### src/rtl/lfp_pkg.sv
`default_nettype none
package lfp_pkg;

  localparam int MapDepth = 360;
  localparam int AngleW   = 9;
  localparam int DistW    = 14;
  localparam int RawW     = 16;
  localparam int AccW     = 26;
  localparam int QDepth   = 4;
  localparam int QPtrW    = $clog2(QDepth);
  localparam int QCntW    = $clog2(QDepth + 1);

  localparam logic [7:0] StartByte = 8'hFA;
  localparam logic [7:0] IndexLow  = 8'hA0;
  localparam logic [7:0] IndexHigh = 8'hF9;
  localparam logic [4:0] LastPos   = 5'd21;
  localparam logic [4:0] FirstPos  = 5'd2;

  // x / 10 == (x * Recip10) >> RecipShift for every 14-bit x.
  localparam logic [15:0] Recip10    = 16'hCCCD;
  localparam int          RecipShift = 19;
  localparam int          ProdW      = DistW + 16;

  localparam logic [DistW-1:0] InvalidFillReset      = 14'd7000;
  localparam logic [DistW-1:0] QuestionableFillReset = 14'd8000;

  localparam logic CfgInvalidFill      = 1'b0;
  localparam logic CfgQuestionableFill = 1'b1;

  typedef enum logic [1:0] {
    KIND_UPDATE   = 2'd0,
    KIND_READ     = 2'd1,
    KIND_CSUM_ERR = 2'd2
  } kind_t;

  typedef enum logic [1:0] {
    ST_HUNT,
    ST_WAIT_INDEX,
    ST_COLLECT,
    ST_EMIT
  } hunt_state_t;

  // One entry per result: raw holds the reading's high byte (flags) and low byte.
  typedef struct packed {
    kind_t             kind;
    logic [AngleW-1:0] angle;
    logic [RawW-1:0]   raw;
    logic              last;
  } cmd_t;

endpackage
`default_nettype wire

### src/rtl/lfp_front.sv
`default_nettype none
module lfp_front
  import lfp_pkg::*;
(
  input  wire logic        clk,
  input  wire logic        rst,
  input  wire logic        s_tvalid,
  output logic             s_tready,
  input  wire logic        s_tuser,
  input  wire logic [23:0] s_tdata,
  input  wire logic        clearing,
  input  wire logic        q_full,
  output logic             push,
  output cmd_t             push_cmd
);

  hunt_state_t state, state_next;

  logic [4:0]       pos;
  logic [AccW-1:0]  acc;
  logic [7:0]       lo_save;
  logic [6:0]       base_idx;
  logic [RawW-1:0]  rd_raw [4];
  logic             good;
  logic [1:0]       emit_cnt;

  logic [7:0]        rx_byte;
  logic [AngleW-1:0] read_angle;
  logic              in_fire;
  logic              byte_fire;
  logic [15:0]       fold_sum;
  logic              frame_ok;
  logic [2:0]        rd_slot;
  logic              emit_done;

  assign rx_byte    = s_tdata[7:0];
  assign read_angle = s_tdata[16:8];
  assign in_fire    = s_tvalid && s_tready;
  assign byte_fire  = in_fire && !s_tuser;
  assign rd_slot    = pos[4:2] - 3'd1;

  // Fold the running sum into 15 bits and compare with the transmitted word.
  assign fold_sum = {1'b0, acc[14:0]} + {5'b0, acc[AccW-1:15]};
  assign frame_ok = ({1'b0, fold_sum[14:0]} == {rx_byte, lo_save});

  assign emit_done = !q_full && (!good || emit_cnt == 2'd3);

  always_ff @(posedge clk) begin
    if (rst) begin
      state <= ST_HUNT;
    end else begin
      state <= state_next;
    end
  end

  always_comb begin
    state_next = state;
    s_tready   = (state != ST_EMIT) && !q_full && !clearing;
    push       = 1'b0;
    push_cmd   = '{kind: KIND_READ, angle: read_angle, raw: '0, last: 1'b1};
    if (in_fire && s_tuser) begin
      push = 1'b1;
    end
    case (state)
      ST_HUNT: begin
        if (byte_fire && rx_byte == StartByte) begin
          state_next = ST_WAIT_INDEX;
        end
      end
      ST_WAIT_INDEX: begin
        if (byte_fire) begin
          if (rx_byte >= IndexLow && rx_byte <= IndexHigh) begin
            state_next = ST_COLLECT;
          end else if (rx_byte != StartByte) begin
            state_next = ST_HUNT;
          end
        end
      end
      ST_COLLECT: begin
        if (byte_fire && pos == LastPos) begin
          state_next = ST_EMIT;
        end
      end
      ST_EMIT: begin
        push = !q_full;
        if (good) begin
          push_cmd = '{kind: KIND_UPDATE, angle: {base_idx, emit_cnt},
                       raw: rd_raw[emit_cnt], last: (emit_cnt == 2'd3)};
        end else begin
          push_cmd = '{kind: KIND_CSUM_ERR, angle: '0, raw: '0, last: 1'b1};
        end
        if (emit_done) begin
          state_next = ST_HUNT;
        end
      end
      default: begin
        state_next = ST_HUNT;
      end
    endcase
  end

  always_ff @(posedge clk) begin
    if (rst) begin
      pos      <= '0;
      emit_cnt <= '0;
    end else begin
      if (state == ST_WAIT_INDEX && byte_fire) begin
        pos <= FirstPos;
      end else if (state == ST_COLLECT && byte_fire) begin
        pos <= (pos == LastPos) ? 5'd0 : pos + 5'd1;
      end
      if (state == ST_EMIT && !q_full) begin
        emit_cnt <= emit_done ? 2'd0 : emit_cnt + 2'd1;
      end
    end
  end

  always_ff @(posedge clk) begin
    if (state == ST_WAIT_INDEX && byte_fire) begin
      base_idx <= 7'(rx_byte - IndexLow);
      acc      <= AccW'({rx_byte, StartByte});
    end
    if (state == ST_COLLECT && byte_fire) begin
      if (!pos[0]) begin
        lo_save <= rx_byte;
      end else if (pos < 5'd20) begin
        acc <= (acc << 1) + AccW'({rx_byte, lo_save});
      end
      // Bytes 4..19 hold four readings of four bytes; only the first two count.
      if (pos >= 5'd4 && pos < 5'd20) begin
        if (pos[1:0] == 2'd0) begin
          rd_raw[rd_slot[1:0]][7:0] <= rx_byte;
        end else if (pos[1:0] == 2'd1) begin
          rd_raw[rd_slot[1:0]][15:8] <= rx_byte;
        end
      end
      if (pos == LastPos) begin
        good <= frame_ok;
      end
    end
  end

  assert property (@(posedge clk) disable iff (rst) push |-> !q_full)
    else $error("front pushed into a full queue");

  assert property (@(posedge clk) disable iff (rst)
    (byte_fire && state == ST_COLLECT && pos == LastPos) |=> (state == ST_EMIT && emit_cnt == 2'd0))
    else $error("frame end did not start result emission");

endmodule
`default_nettype wire

### config.mk
export PLATFORM = sky130hd
export DESIGN_NAME = lfp_front
export DESIGN_NICKNAME = d
export VERILOG_FILES = /design/src/rtl/lfp_pkg.sv /design/src/rtl/lfp_front.sv
export SDC_FILE = /design/constraint.sdc
export NUM_CORES = 1
export LEC_CHECK = 0
export BUFFER_PORTS_ARGS = -buffer_cell sky130_fd_sc_hd__buf_2
export CAP_MARGIN = 20
export CORE_MARGIN = 4
export CORE_UTILIZATION = 25
export CTS_BUF_LIST = sky130_fd_sc_hd__clkbuf_8
export DETAILED_ROUTE_END_ITERATION = 8
export GPL_ROUTABILITY_DRIVEN = 0
export PLACE_DENSITY_LB_ADDON = 0.25
export SYNTH_ARGS = -nofsm -noshare
export SYNTH_HDL_FRONTEND = slang
export SYNTH_SLANG_ARGS = --single-unit
### constraint.sdc
create_clock -name clk -period 2.7 [get_ports clk]
set_input_delay 0.405 -clock clk [delete_from_list [all_inputs] [get_ports clk]]
set_output_delay 0.405 -clock clk [all_outputs]
set_load 0.05 [all_outputs]
# Word level (Yosys, flattened, before mapping)
# Memories as Yosys holds them, arrays and structs flattened. A register that Yosys moved wholly into a read port is not among the register bits.
# Cells that the tools add are included.
# totals
out_inout_bits	30
register_bits	51
ramBits	64
n_memories	1
# op_classes
bitwise	1
n_mux	30
n_lt_le_gt_ge	4
eq_ne	15
reduce_logical	25
addsub	6
# mem_list
memory	words	width	rd	rd_ports_with_merged_regs	write_ports	line	text
rd_raw	4	16	1	1	1	lfp_front.sv:23	logic [RawW-1:0] rd_raw [4];
# op_table
operator	count
two-way mux 26 bit	4
two-way mux 28 bit	2
adder 26 x 16 -> 26 bit	1
two-way mux 2 bit	11
== test 15 x 16 -> 1 bit	1
adder 15 x 11 -> 15 bit	1
logical AND 1 bit	13
two-way mux 1 bit	11
inequality test 2 bit (second input constant)	5
== test 8 bit (second input constant)	1
>= comparator 8 bit (second input constant)	1
less-or-equal comparator 8 bit (second input constant)	1
inequality test 8 bit (second input constant)	1
one-hot mux 2 bit (4 select lines)	1
subtractor 7 x 6 -> 7 bit (second input constant)	1
== test 2 bit (second input constant)	3
adder 5 x 1 -> 5 bit (second input constant)	1
== test 5 bit (second input constant)	1
>= comparator 5 x 3 -> 1 bit (second input constant)	1
less-than comparator 5 bit (second input constant)	1
two-way mux 5 bit	1
AND reduction 5 bit	1
== test 2 x 1 -> 1 bit (second input constant)	2
logical NOT 1 bit	4
other kinds (9)	11

# Longest topological paths before layout
# logic_depth
ltp_word	10
ltp_mapped	9

# Worst setup path after synthesis
# Ideal clock, no wire load.
# synth_timing
kind	register to output
from	reg with a tool-made name
to	out push_cmd[17] in the netlist's numbering
arrival_ps	2014
stages_incl_launch_ff	5
required_ps	2295
path_buffers	2
path_slack_ps	281
path_cell_list	dfxtp_1 > clkbuf_1 > nand2_1 > clkbuf_1 > o21ai_0
# synth_rtl
item	line	text
to (decl)	lfp_front.sv:14	output cmd_t push_cmd

# Final worst setup path
# layout_timing
from	reg lo_save[3]
to	reg acc[24]
# layout_via
elab_chain_cells	4
# layout_lines
item	line	text
from (decl)	lfp_front.sv:21	logic [7:0] lo_save;
from (signal assigned)	lfp_front.sv:125	lo_save <= rx_byte;
adder 26 x 16 -> 26 bit	lfp_front.sv:127	acc <= (acc << 1) + AccW'({rx_byte, lo_save});
two-way mux 26 bit	lfp_front.sv:126	end else if (pos < 5'd20) begin
two-way mux 26 bit	lfp_front.sv:124	if (!pos[0]) begin
two-way mux 26 bit	lfp_front.sv:123	if (state == ST_COLLECT && byte_fire) begin
to (signal assigned)	lfp_front.sv:121	acc <= AccW'({rx_byte, StartByte});
to (signal assigned)	lfp_front.sv:127	
to (decl)	lfp_front.sv:20	logic [AccW-1:0] acc;
# No other way between the ends.
# A chain may end at the register's enable or synchronous reset.

==> results.toml <==
[layout]
design_area_sq_um = 7533
layout-drive-gt1-share_pct = 23.43
layout_overhead_on_the_synthesized_area_pct = 20.49
final_nets = 720

[synthesis]
edff_count_synth = 80
synth_seq_cells = 117
cell_type_with_the_largest_total_area_after_synthesis = "edfxtp_1"
synth-async-reset-ratio_pct = 0
seq_area_frac_synth_pct = 50.27
ys_top_cells_by_count = "edfxtp_1, nand2_1, dfxtp_1, nor2_1, o21ai_0"
total_nets_after_synthesis = 631
post-synth-top-count-cell = "edfxtp_1"
synth.lib_cells_used.distinct = 59
synth_flop_cell = "edfxtp_1"
yosysWarnings = 0
ys_top_cells_by_area = "edfxtp_1, dfxtp_1, ha_1"
postSynthAreaPerCell_sq_um = 10.99
post_synth_inst_count = 569
synth_top_area_share_pct = 38.42
netlist_area_sq_um = 6252

[floorplanning]
die_height_microns = 166.1
initial_standard_cell_utilization_of_the_core_pct = 25.56
rows = 57
die_w_microns = 166.1
core_region_area_sq_um = 24460
top_level_ports = 60
fp.dieArea_sq_um = 27600

[cts]
cts_made_buffers = 17
cts.reportedPaths.clkPinSlew_ns = 0.08
h-tree-depth = 4
clock_sink_count = 117
root_buffer = "clkbuf_8"
tritoncts = "done"
clk_path_buf_depth = 2
cts_hold_buffers = 0
clk-insertion-delay-late_ns = 0.43

[worst_setup_path]
setup.worst_path.start_class = "register"
worst-r2r-cell-count = 9
timing.rr.start = "lo_save[3]"
worstReg2RegEnd = "acc[24]"
end_kind = "register"
worst-path-max-fanout = 7
path_class = "reg2reg"
required_ns = 3.08
slack_of_the_worst_reg_to_reg_path_ns = 0.06
critPathArrivalTime_ns = 3.02

[timing]
post-route-min-period_ns = 2.644
whs_ns = 0.2615
clock_skew_ns = 0.01343
finalSetupViolations = 0
max_slew_margin_pct = 69.77
fmaxAchievable_mhz = 378.2
final_hold_viol_count = 0
setup_repair_after_global_routing_missed_its_margin = "yes"
setup_total_negative_slack_ns = 0
timing_worst_slew_pin_value_ns = 0.4519
final.period_utilization_pct = 97.93
slew_violations = 0

[job]
cap_violations = 0

[power_and_ir_drop]
pwr-share-comb_pct = 4.4
clock_power_share_pct = 43.7
internal_power_consumption_w = 0.002781
vdd.ir_drop.worst_v = 0.0002775
sw_frac_of_total_pct = 24.37
power.share.sequential_pct = 51.9
pwr_density_cell_nw_per_um2 = 488.1
net-switching-power_w = 0.0008959
p_leak_nw = 2.807
post-layout-total-power_w = 0.003677

[worst_hold_path]
hold_class = "in2reg"
holdPathEnd = "state[0]"
worstHoldPathCells = 2
hold_path_origin = "rst"

[placement]
post_placement_cell_area_sq_um = 7102
portBuffers = 52
detailed_placement_wirelength_estimate_mm = 11.58

[detailed_routing]
drt-pass1-iter-count = 4
postRouteWirelength_mm = 16.28
drc = 0
drt.antenna.violating_nets = 0
wl_per_cell_microns = 16.36
vias_per_cell = 4.631
first_iter_violations = 221
vias = 4608

[grt]
combined_global_route_utilization_of_all_metal_layers_pct = 11.93
grt_antenna_before_repair = 0
grt_pass1_wl_mm = 26.13
grt_pass1_vias = 4585
grt_max_degree = 26
grt_remaining_overflow = 0

[outcome]
run_status = "complete, no violations"
==> cell families after synthesis <==
family	synth area share [%]
XOR/XNOR	6.304
AND/OR/NAND/NOR	16.51
AO/OA/AOI/OAI	12.35
buffers and inverters	1.981
flip-flops	50.27
multiplexers	5.944
adder cells (fa/ha/maj)	6.644
==> through the flow <==
step | setup WS [ns] | util (%) | std cells
finish | 0.05601 | 30.80 | 995
global route | -0.05928 | 30.79 | 994
CTS | 0.05536 | 30.62 | 991
detailed placement | 0.06462 | 29.03 | 960
global placement | 0.04941 | 29.03 | 960
floorplan | 0.2806 | - | 569
==> power by group through the flow <==
stage	clock (W)	combinational, W	sequential [W]
floorplan	0	0.0000785	0.00195
global placement	0	0.000164	0.00195
detailed placement	0	0.000163	0.00195
global route	0.00173	0.000176	0.00191
finish	0.00161	0.000161	0.00191
CTS	0.00166	0.000164	0.00191
==> critical path: stages (launching register included) <==
cell and delay (ns):
edfxtp_1 0.43, ha_1 0.36, o21ai_0 0.12, o21bai_2 0.24, o2111ai_2 0.18, a32oi_2 0.33, a32oi_4 0.22, buf_4 0.18
or4_1 0.46, nand3_1 0.07
==> layer usage <==
layer | vias up | track usage (%) | share of wire [%]
met5 | - | 0 | 0
met4 | 0 | 3.085 | 0.99
met3 | 10 | 2.595 | 4.7
met2 | 83 | 19.90 | 48
met1 | 2217 | 15.80 | 47
li1 | 2298 | - | -
==> worst max path at each step <==
| stage | from | end | slack (ns) | cells past startpoint |
|---|---|---|---|---|
| detailed placement | acc[1] | acc[18] | 0.06 | 8 |
| finish | lo_save[3] | acc[24] | 0.06 | 9 |
| global placement | acc[0] | good | 0.05 | 10 |
| global route | lo_save[1] | acc[23] | -0.06 | 10 |
| CTS | acc[1] | acc[18] | 0.06 | 8 |
| floorplan | register | push_cmd[17] | 0.28 | 4 |
==> layout by cell type (no fill, tap or decap), types with 17 or more instances in the layout <==
master | netlist | routed
edfxtp_1 | 80 | 80
xor2_1 | 19 | 19
nand2_1 | 69 | 68
xnor2_1 | 26 | 26
o21ai_0 | 37 | 37
nand3_1 | 25 | 25
ha_1 | 30 | 30
clkbuf_8 | 0 | 17
nor2b_1 | 22 | 22
buf_2 | 3 | 52
a21oi_1 | 35 | 34
nor2_1 | 37 | 37
buf_4 | 1 | 41
dfxtp_1 | 37 | 36
==> area by class of cell <==
| class | instances | area [sq um] |
|---|---|---|
| inverters | 6 | 22.52 |
| well taps | 324 | 405.4 |
| flip-flops and latches | 117 | 3144 |
| fillers | 2525 | 16930 |
| multi-input cells | 423 | 3003 |
| clock inverters | 14 | 153.9 |
| clock buffers | 17 | 234.0 |
| repair buffers | 93 | 568.0 |
| diodes | 1 | 2.502 |
==> state kept, by name, indices dropped and copies added, names as in the netlist, named ones only <==
name,count
acc,26
lo_save,8
base_idx,7
good,1
pos,5
state,1
rd_raw,64
emit_cnt,2
==> timing repair <==
action	in CTS	in global routing
endpoints found under the setup margin	0	19
setup buffers	0	3
resized for setup	0	5
No activity file was read; power rests on OpenSTA's default activity.
