$ cat src/rtl/lfp_pkg.sv
`default_nettype none
package lfp_pkg;

  localparam int MapDepth = 360;
  localparam int AngleW   = 9;
  localparam int DistW    = 14;
  localparam int RawW     = 16;
  localparam int AccW     = 26;
  localparam int QDepth   = 4;
  localparam int QPtrW    = $clog2(QDepth);
  localparam int QCntW    = $clog2(QDepth + 1);

  localparam logic [7:0] StartByte = 8'hFA;
  localparam logic [7:0] IndexLow  = 8'hA0;
  localparam logic [7:0] IndexHigh = 8'hF9;
  localparam logic [4:0] LastPos   = 5'd21;
  localparam logic [4:0] FirstPos  = 5'd2;

  // x / 10 == (x * Recip10) >> RecipShift for every 14-bit x.
  localparam logic [15:0] Recip10    = 16'hCCCD;
  localparam int          RecipShift = 19;
  localparam int          ProdW      = DistW + 16;

  localparam logic [DistW-1:0] InvalidFillReset      = 14'd7000;
  localparam logic [DistW-1:0] QuestionableFillReset = 14'd8000;

  localparam logic CfgInvalidFill      = 1'b0;
  localparam logic CfgQuestionableFill = 1'b1;

  typedef enum logic [1:0] {
    KIND_UPDATE   = 2'd0,
    KIND_READ     = 2'd1,
    KIND_CSUM_ERR = 2'd2
  } kind_t;

  typedef enum logic [1:0] {
    ST_HUNT,
    ST_WAIT_INDEX,
    ST_COLLECT,
    ST_EMIT
  } hunt_state_t;

  // One entry per result: raw holds the reading's high byte (flags) and low byte.
  typedef struct packed {
    kind_t             kind;
    logic [AngleW-1:0] angle;
    logic [RawW-1:0]   raw;
    logic              last;
  } cmd_t;

endpackage
`default_nettype wire

$ cat src/rtl/lfp_queue.sv
`default_nettype none
module lfp_queue
  import lfp_pkg::*;
(
  input  wire logic clk,
  input  wire logic rst,
  input  wire logic push,
  input  wire cmd_t push_cmd,
  input  wire logic pop,
  output logic      full,
  output logic      q_valid,
  output cmd_t      q_cmd
);

  cmd_t             entries [QDepth];
  logic [QPtrW-1:0] wr_ptr;
  logic [QPtrW-1:0] rd_ptr;
  logic [QCntW-1:0] count;

  assign full    = (count == QCntW'(QDepth));
  assign q_valid = (count != '0);
  assign q_cmd   = entries[rd_ptr];

  always_ff @(posedge clk) begin
    if (rst) begin
      wr_ptr <= '0;
      rd_ptr <= '0;
      count  <= '0;
    end else begin
      if (push) begin
        wr_ptr <= wr_ptr + 1'b1;
      end
      if (pop) begin
        rd_ptr <= rd_ptr + 1'b1;
      end
      if (push && !pop) begin
        count <= count + 1'b1;
      end else if (pop && !push) begin
        count <= count - 1'b1;
      end
    end
  end

  always_ff @(posedge clk) begin
    if (push) begin
      entries[wr_ptr] <= push_cmd;
    end
  end

endmodule
`default_nettype wire

$ cat config.mk
export PLATFORM = sky130hd
export DESIGN_NAME = lfp_queue
export DESIGN_NICKNAME = d
export VERILOG_FILES = /design/src/rtl/lfp_pkg.sv /design/src/rtl/lfp_queue.sv
export SDC_FILE = /design/constraint.sdc
export NUM_CORES = 1
export LEC_CHECK = 0
export CAP_MARGIN = 15
export CORE_MARGIN = 1.5
export CORE_UTILIZATION = 50
export DETAILED_ROUTE_END_ITERATION = 8
export DONT_BUFFER_PORTS = 1
export PLACE_DENSITY = 0.63
export SLEW_MARGIN = 15
export SYNTH_ARGS = -nofsm -noshare
export SYNTH_HDL_FRONTEND = slang
export SYNTH_SLANG_ARGS = --single-unit
$ cat constraint.sdc
create_clock -name clk -period 2 [get_ports clk]
set_input_delay 0.1 -clock clk [delete_from_list [all_inputs] [get_ports clk]]
set_output_delay 0.1 -clock clk [all_outputs]
set_load 0.05 [all_outputs]
Word-level counts from Yosys, hierarchy flattened:

Memory sizes are Yosys's and may differ from the RTL's. A register that Yosys moved wholly into a read port is not among the register bits.
Cells that the tools add are included.

* eq/ne operators: 1
* reduce and logical (&&, ||, !) cells: 6
* $add $sub $neg: 4
* muxes and demuxes: 6

Operators by type and width (count)
* 2-to-1 mux 3 bit: 2
* adder 2 x 1 -> 2 bit (second input constant): 2
* 2-to-1 mux 2 bit: 2
* adder 3 x 1 -> 3 bit (second input constant): 1
* equality test 3 bit (second input constant): 1
* nonzero test 3 bit: 1
* subtractor 3 x 1 -> 3 bit (second input constant): 1
* logical AND 1 bit: 2
* logical NOT 1 bit: 2
* 2-to-1 mux 1 bit: 2
* nonzero test 2 bit: 1

* output and inout port bits: 30
* word-level logic and storage cells: 21
* memory bits (writable): 112
* bits of input ports: 32
* register bits: 7
* memories: 1

Memory list
* entries: words 4, bits a word 28, read ports 1, clocked after Yosys merged registers in 1, write ports 1, line lfp_queue.sv:15 `cmd_t entries [QDepth];`

Longest topological paths before layout:

Gate-level depths: netlist of run 1.

* depth after elaboration: 4
* mapped depth: 7
* mapped depth without buffers: 7

Worst setup path after synthesis of run 1:

No wires, ideal clock.

* path type: flip-flop to flip-flop
* start: register wr_ptr[0]
* end: memory entries[2][0] (netlist bit), enable pin
* stages on the path, launching flop included: 4
* buffers on the path: 0
* path slack: 0.370 ns
* arrival: 1.242 ns
* library setup time: 0.387 ns
* period minus slack after synthesis: 1.630 ns
* data required time: 1.613 ns
* cells stage by stage: dfxtp_1 > inv_1 > ha_1 > and2_1

RTL lines
* start, declared: line lfp_queue.sv:16 `logic [QPtrW-1:0] wr_ptr;`
* start signal, assigned: line lfp_queue.sv:31 `wr_ptr <= wr_ptr + 1'b1;`
* end, declared: line lfp_queue.sv:15

Straight into the memory's write port.

==> flow_metrics.tcl, run 1 <==
set metrics [dict create \
    outcome "completed" \
    coreArea_mm2 0.008721 \
    whs_ns 0.05585 \
    seq_power_share 0.438 \
    crit_fanout 10 \
    place.gp.congestion 0.6888 \
    wl_mm 7.651 \
    skew_ns 0.007250 \
    period_needed_ns 1.937 \
    timing_hold_violations_final 0 \
    fin_nets 291 \
    antenna_cells 0 \
    dpl.cell_count 310 \
    fin_tns_setup_ns 0 \
    viasPerCell 5.511 \
    cts_tree "done" \
    slew_headroom 0.6741 \
    end_kind "output port" \
    worst_slack_ns 0.06293 \
    grt_pass1_vias 2363 \
    place.port_buffers 0 \
    power_frac_comb 0.127 \
    r2r-end "wr_ptr[1]" \
    synth_top_area_cell "edfxtp_1" \
    grt.overflow.total 0 \
    grt_max_degree 29 \
    yosys_register_bits 121 \
    drtIter0Drc 90 \
    cp-start-kind "register" \
    syn_to_final_growth_pct 25.41 \
    drc_errors 0 \
    hpwl_mm 4.643 \
    antenna_found_initial 0 \
    cp.arrival_ns 1.84 \
    dieHeight_um 98.09 \
    final-setup-viol-count 0 \
    ios 62 \
    crit-reg2reg-launch "wr_ptr[0]" \
    maxCapViolations 0 \
    syn_area_mm2 0.004521 \
    period_share 0.9685 \
    rrSetupSlack_ns 0.34 \
    avgSynthCellArea_um2 23.79 \
    p_per_area_mw_per_mm2 1190 \
    cts.sinks 121 \
    worstSkewPairLatency_ns 0.50 \
    syn_inst 190 \
    root_buffer "clkbuf_8" \
    syn_nets 228 \
    drive_above_1_share 0.2632 \
    rsz0062_at_grt "yes" \
    antenna_left 0 \
    crit_type "reg2out" \
    die_w_um 98.09 \
    drt_first_pass_iters 4 \
    ctsHtreeMaxLevel 4 \
    numCtsBuffers 17 \
    start_util 0.5184 \
    ys_warn_count 0 \
    internal_power_w 0.005135 \
    ys_seq_area_frac 0.7838 \
    synthDistinctLibCells 21 \
    min_path_cells 4 \
    cts_buffer_depth 2 \
    grt_pass1_wl_mm 12.53 \
    instances_no_fill 374 \
    worst_slew_pin_slew_ns 0.4898 \
    worstRegToRegCells 5 \
    die_area_mm2 0.009621 \
    clock_power_share 0.435 \
    rows 34 \
    switching_share 0.2385 \
    post_drt_wl_per_cell_um 20.46 \
    p_leak_nw 1.933 \
    hp-class "in2reg" \
    max_freq_mhz 516.2 \
    power.switching_w 0.001609 \
    crit_end "q_cmd[14]" \
    vias 2061 \
    ir_worst_vdd_mv 0.5424 \
    pre_cts_ws_ns 0.5145 \
    yosysTopAreaCellShare 0.7440 \
    track_usage 0.1795 \
    worstPathRequired_ns 1.90 \
    drv_slew 0 \
    clk_pin_slew_worst_paths_ns 0.05 \
    netlist_top_cells_area "edfxtp_1 (74%), mux4_2 (10%), mux4_1 (4.6%)" \
]
-- critical path, stage by stage (launching register included) --
cell and delay (ns):
dfxtp_2 0.36, buf_6 0.19, mux4_1 0.58, buf_4 0.21
-- layer usage --
metal,share of wire,wire length (um),vias up,track usage
met5,0,0,-,0
met4,0.021,164,0,0.08462
met3,0.050,379,17,0.05798
met2,0.53,4093,59,0.3024
met1,0.39,3013,1068,0.2097
li1,-,-,917,-
-- logic make-up (layout without fill, tap and decap cells) --
| logic type | Yosys count | after routing | share of synthesized area |
|---|---|---|---|
| flops | 121 | 121 | 0.7838 |
| mux | 30 | 30 | 0.1506 |
| simple gates | 15 | 15 | 0.01661 |
| buf+inv | 11 | 87 | 0.01882 |
| fa+ha+maj | 6 | 6 | 0.01827 |
| xor+xnor | 5 | 5 | 0.009689 |
| compound gates | 2 | 2 | 0.002212 |
-- how the worst min path moves through the flow --
stage           startpoint        endpoint
2_1_floorplan  push_cmd[0]   entries[0][0]
3_3_place_gp           rst        count[2]
3_5_place_dp           rst        count[2]
4_1_cts                pop        count[0]
5_1_grt               push  entries[2][23]
6_report               pop        count[0]
-- Yosys cell counts, drive strengths merged --
library cell	number
nor3b	1
or3	2
mux2i	2
clkbuf	1
nor2	7
inv	4
nand2	1
a21oi	1
xor2	3
fa	1
ha	5
o21ai	1
buf	6
xnor2	2
and2	4
dfxtp	9
mux4	28
edfxtp	112
-- state kept, by name (all words and copies together) (netlist names), named ones only --
register	flops
rd_ptr	2
entries	112
wr_ptr	2
count	3
-- layout make-up --
cell class | count | area, um2
flip-flops and latches | 121 | 3545
clock inverters | 9 | 125.1
inverters | 4 | 15.01
multi-input cells | 58 | 893.4
clock buffers | 23 | 456.7
fillers | 566 | 3052
well taps | 108 | 135.1
repair buffers | 51 | 499.2
-- power by group through the flow --
stage / sequential, W / clock (W) / combinational, W
2_1_floorplan: 0.00298 / 0 / 0.000661
3_3_place_gp: 0.00299 / 0 / 0.000767
3_5_place_dp: 0.00300 / 0 / 0.000783
4_1_cts: 0.00295 / 0.00299 / 0.000867
5_1_grt: 0.00296 / 0.00313 / 0.000904
6_report: 0.00295 / 0.00294 / 0.000857
-- through the flow --
stage | util | power [W] | area [um2]
after global routing | 0.6501 | 0.006993 | 5669
after CTS | 0.6501 | 0.006812 | 5669
after floorplan | - | 0.003646 | 4521
final | 0.6501 | 0.006744 | 5669
after detailed placement | 0.5458 | 0.003784 | 4760
after global placement | 0.5458 | 0.003757 | 4760
-- cell usage in the layout, fill, tap and decap left out, types with 4 or more instances in the layout --
cell,netlist,routed
clkinv_2,0,4
dfxtp_1,9,8
ha_1,5,5
clkbuf_16,0,16
mux4_2,20,21
nor2_1,7,7
clkbuf_1,1,4
buf_4,0,15
inv_1,4,4
mux4_1,8,7
dlygate4sd3_1,0,32
and2_1,4,4
edfxtp_1,112,112
-- what timing repair did --
action / CTS / global route
setup endpoints to repair: 4 / 5
hold endpoints to repair: 125 / 0
resized for setup: 2 / 2
buffers inserted: 0 / 0
hold buffers: 32 / 0
No activity file was read; power rests on OpenSTA's default activity.
==> run 2, diff against run 1 <==
--- a/config.mk
+++ b/config.mk
@@ -8,6 +8,7 @@
 export CAP_MARGIN = 15
 export CORE_MARGIN = 1.5
 export CORE_UTILIZATION = 50
+export CTS_BUF_LIST = sky130_fd_sc_hd__clkbuf_2 sky130_fd_sc_hd__clkbuf_4 sky130_fd_sc_hd__clkbuf_8
 export DETAILED_ROUTE_END_ITERATION = 8
 export DONT_BUFFER_PORTS = 1
 export PLACE_DENSITY = 0.63
==> flow_metrics.tcl, run 2 (same netlist as run 1, synthesis figures left out) <==
set metrics [dict create \
    outcome "completed" \
    stdcell_area_mm2 0.005500 \
    skew_ns 0.01065 \
    place.port_buffers 0 \
    rows 34 \
    ios 62 \
    holdCritStartpoint "push" \
    slowest_delay_ns 0.59 \
    dieHeight_um 98.09 \
    instances_no_fill 374 \
    hpwl_mm 4.643 \
    period_share 0.9439 \
    cts_buffer_depth 2 \
    max_freq_mhz 529.7 \
    timing_hold_violations_final 0 \
    dpl.cell_count 310 \
    syn_to_final_growth_pct 21.67 \
    worst_slew_pin_slew_ns 0.4897 \
    slowest_stage "mux4_1" \
    root_buffer "clkbuf_8" \
    slew_headroom 0.6742 \
    wl_mm 7.571 \
    placed_area_mm2 0.004760 \
    maxCapViolations 0 \
    min_to "entries[0][23]" \
    ctsHtreeMaxLevel 4 \
    rrSetupSlack_ns 0.34 \
    worstPathRequired_ns 1.90 \
    drt_first_pass_iters 4 \
    crit_chain "buf_4, mux4_1, buf_4" \
    coreArea_mm2 0.008721 \
    largest_reg_flops 112 \
    min_path_cells 1 \
    crit_fanout 10 \
    place.gp.congestion 0.6888 \
    drc_errors 0 \
    crit_type "reg2out" \
    cts_post_setup_buffers_inserted 0 \
    final_util 0.6307 \
    reg_top3 "entries (112), count (3)" \
    mostFrequentLayoutCells "edfxtp_1 (112), dlygate4sd3_1 (32), mux4_2 (20)" \
    final-setup-viol-count 0 \
    die_w_um 98.09 \
    drive_above_1_share 0.2744 \
    grt.overflow.total 0 \
    antenna_cells 0 \
    final_common_cell "edfxtp_1" \
    fin_tns_setup_ns 0 \
    fin_nets 291 \
    cts_tree "done" \
    die_area_mm2 0.009621 \
    track_usage 0.1780 \
    grt_pass1_vias 2367 \
    numCtsBuffers 17 \
    clk_pin_slew_worst_paths_ns 0.07 \
    drtIter0Drc 77 \
    period_needed_ns 1.888 \
    start_util 0.5184 \
    rsz0062_at_grt "no" \
    cts.sinks 121 \
    p_leak_nw 1.866 \
    r2r-end "wr_ptr[1]" \
    ir_worst_vdd_mv 0.4954 \
    drv_slew 0 \
    top_register "entries" \
    worstSkewPairLatency_ns 0.42 \
    grt_pass1_wl_mm 12.37 \
    crit-reg2reg-launch "wr_ptr[0]" \
    viasPerCell 5.361 \
    worstRegToRegCells 5 \
    crit_top_cell "buf_4" \
    p_per_area_mw_per_mm2 1095 \
    cp-start-kind "register" \
    post_drt_wl_per_cell_um 20.24 \
    hp-class "in2reg" \
    vias 2005 \
    end_kind "output port" \
    grt_max_degree 29 \
    cp.arrival_ns 1.79 \
    whs_ns 0.05228 \
    nFillCells 595 \
    antenna_left 0 \
    antenna_found_initial 0 \
]
## run 2: cell counts in the layout (fill, tap and decap cells not counted)
No cell type changed its count.
## run 2: worst max-delay path by stage
stage | startpoint | endpoint | slack, ns
after global routing | register | q_cmd[27] | 0.02
after CTS | register | q_cmd[23] | 0.03
after global placement | register | q_cmd[18] | 0.54
after floorplan | wr_ptr[0] | entries[2][0] | 0.37
after detailed placement | register | q_cmd[23] | 0.51
final | register | q_cmd[27] | 0.11
## run 2: repair_timing
| item | 4_1_cts | 5_1_grt |
|---|---|---|
| hold buffers | 32 | 0 |
| hold endpoints to repair | 121 | 0 |
| resized for setup | 0 | 1 |
| setup endpoints to repair | 0 | 3 |
## run 2: final cells by class
cell class              instances  area, um2  share of cell area
well taps                     108      135.1             0.02457
repair buffers                 51      491.7             0.08940
inverters                       4      15.01            0.002730
clock buffers                  23      291.5             0.05300
flip-flops and latches        121       3545              0.6444
multi-input cells              58      897.1              0.1631
clock inverters                 9      125.1             0.02275
## run 2: power breakdown
part | switching, W | total [W] | internal (W) | leakage [nW]
Combinational | 0.000578 | 0.000853 | 0.000274 | 0.549
Sequential | 0.0000440 | 0.00295 | 0.00290 | 1.10
Clock | 0.000880 | 0.00223 | 0.00135 | 0.213
Total | 0.00150 | 0.00602 | 0.00452 | 1.87
## run 2: metal layers
metal / global-route usage / vias up / wire, um
met5: 0 / - / 0
met4: 0.08462 / 0 / 102
met3: 0.06586 / 12 / 376
met2: 0.3013 / 58 / 4116
met1: 0.2004 / 1022 / 2974
li1: - / 913 / -
## run 2: stage by stage
stage / total power [W] / setup WS, ns
after floorplan: 0.003646 / 0.3704
final: 0.006023 / 0.1121
after global routing: 0.006259 / 0.02003
after detailed placement: 0.003784 / 0.5145
after CTS: 0.006093 / 0.03103
after global placement: 0.003757 / 0.5426
## run 2: critical path: cells and delay by family, from the launching register on
kind	cells	cell delay, ns
buffers and inverters	2	0.44
flip-flops	1	0.35
multiplexers	1	0.59
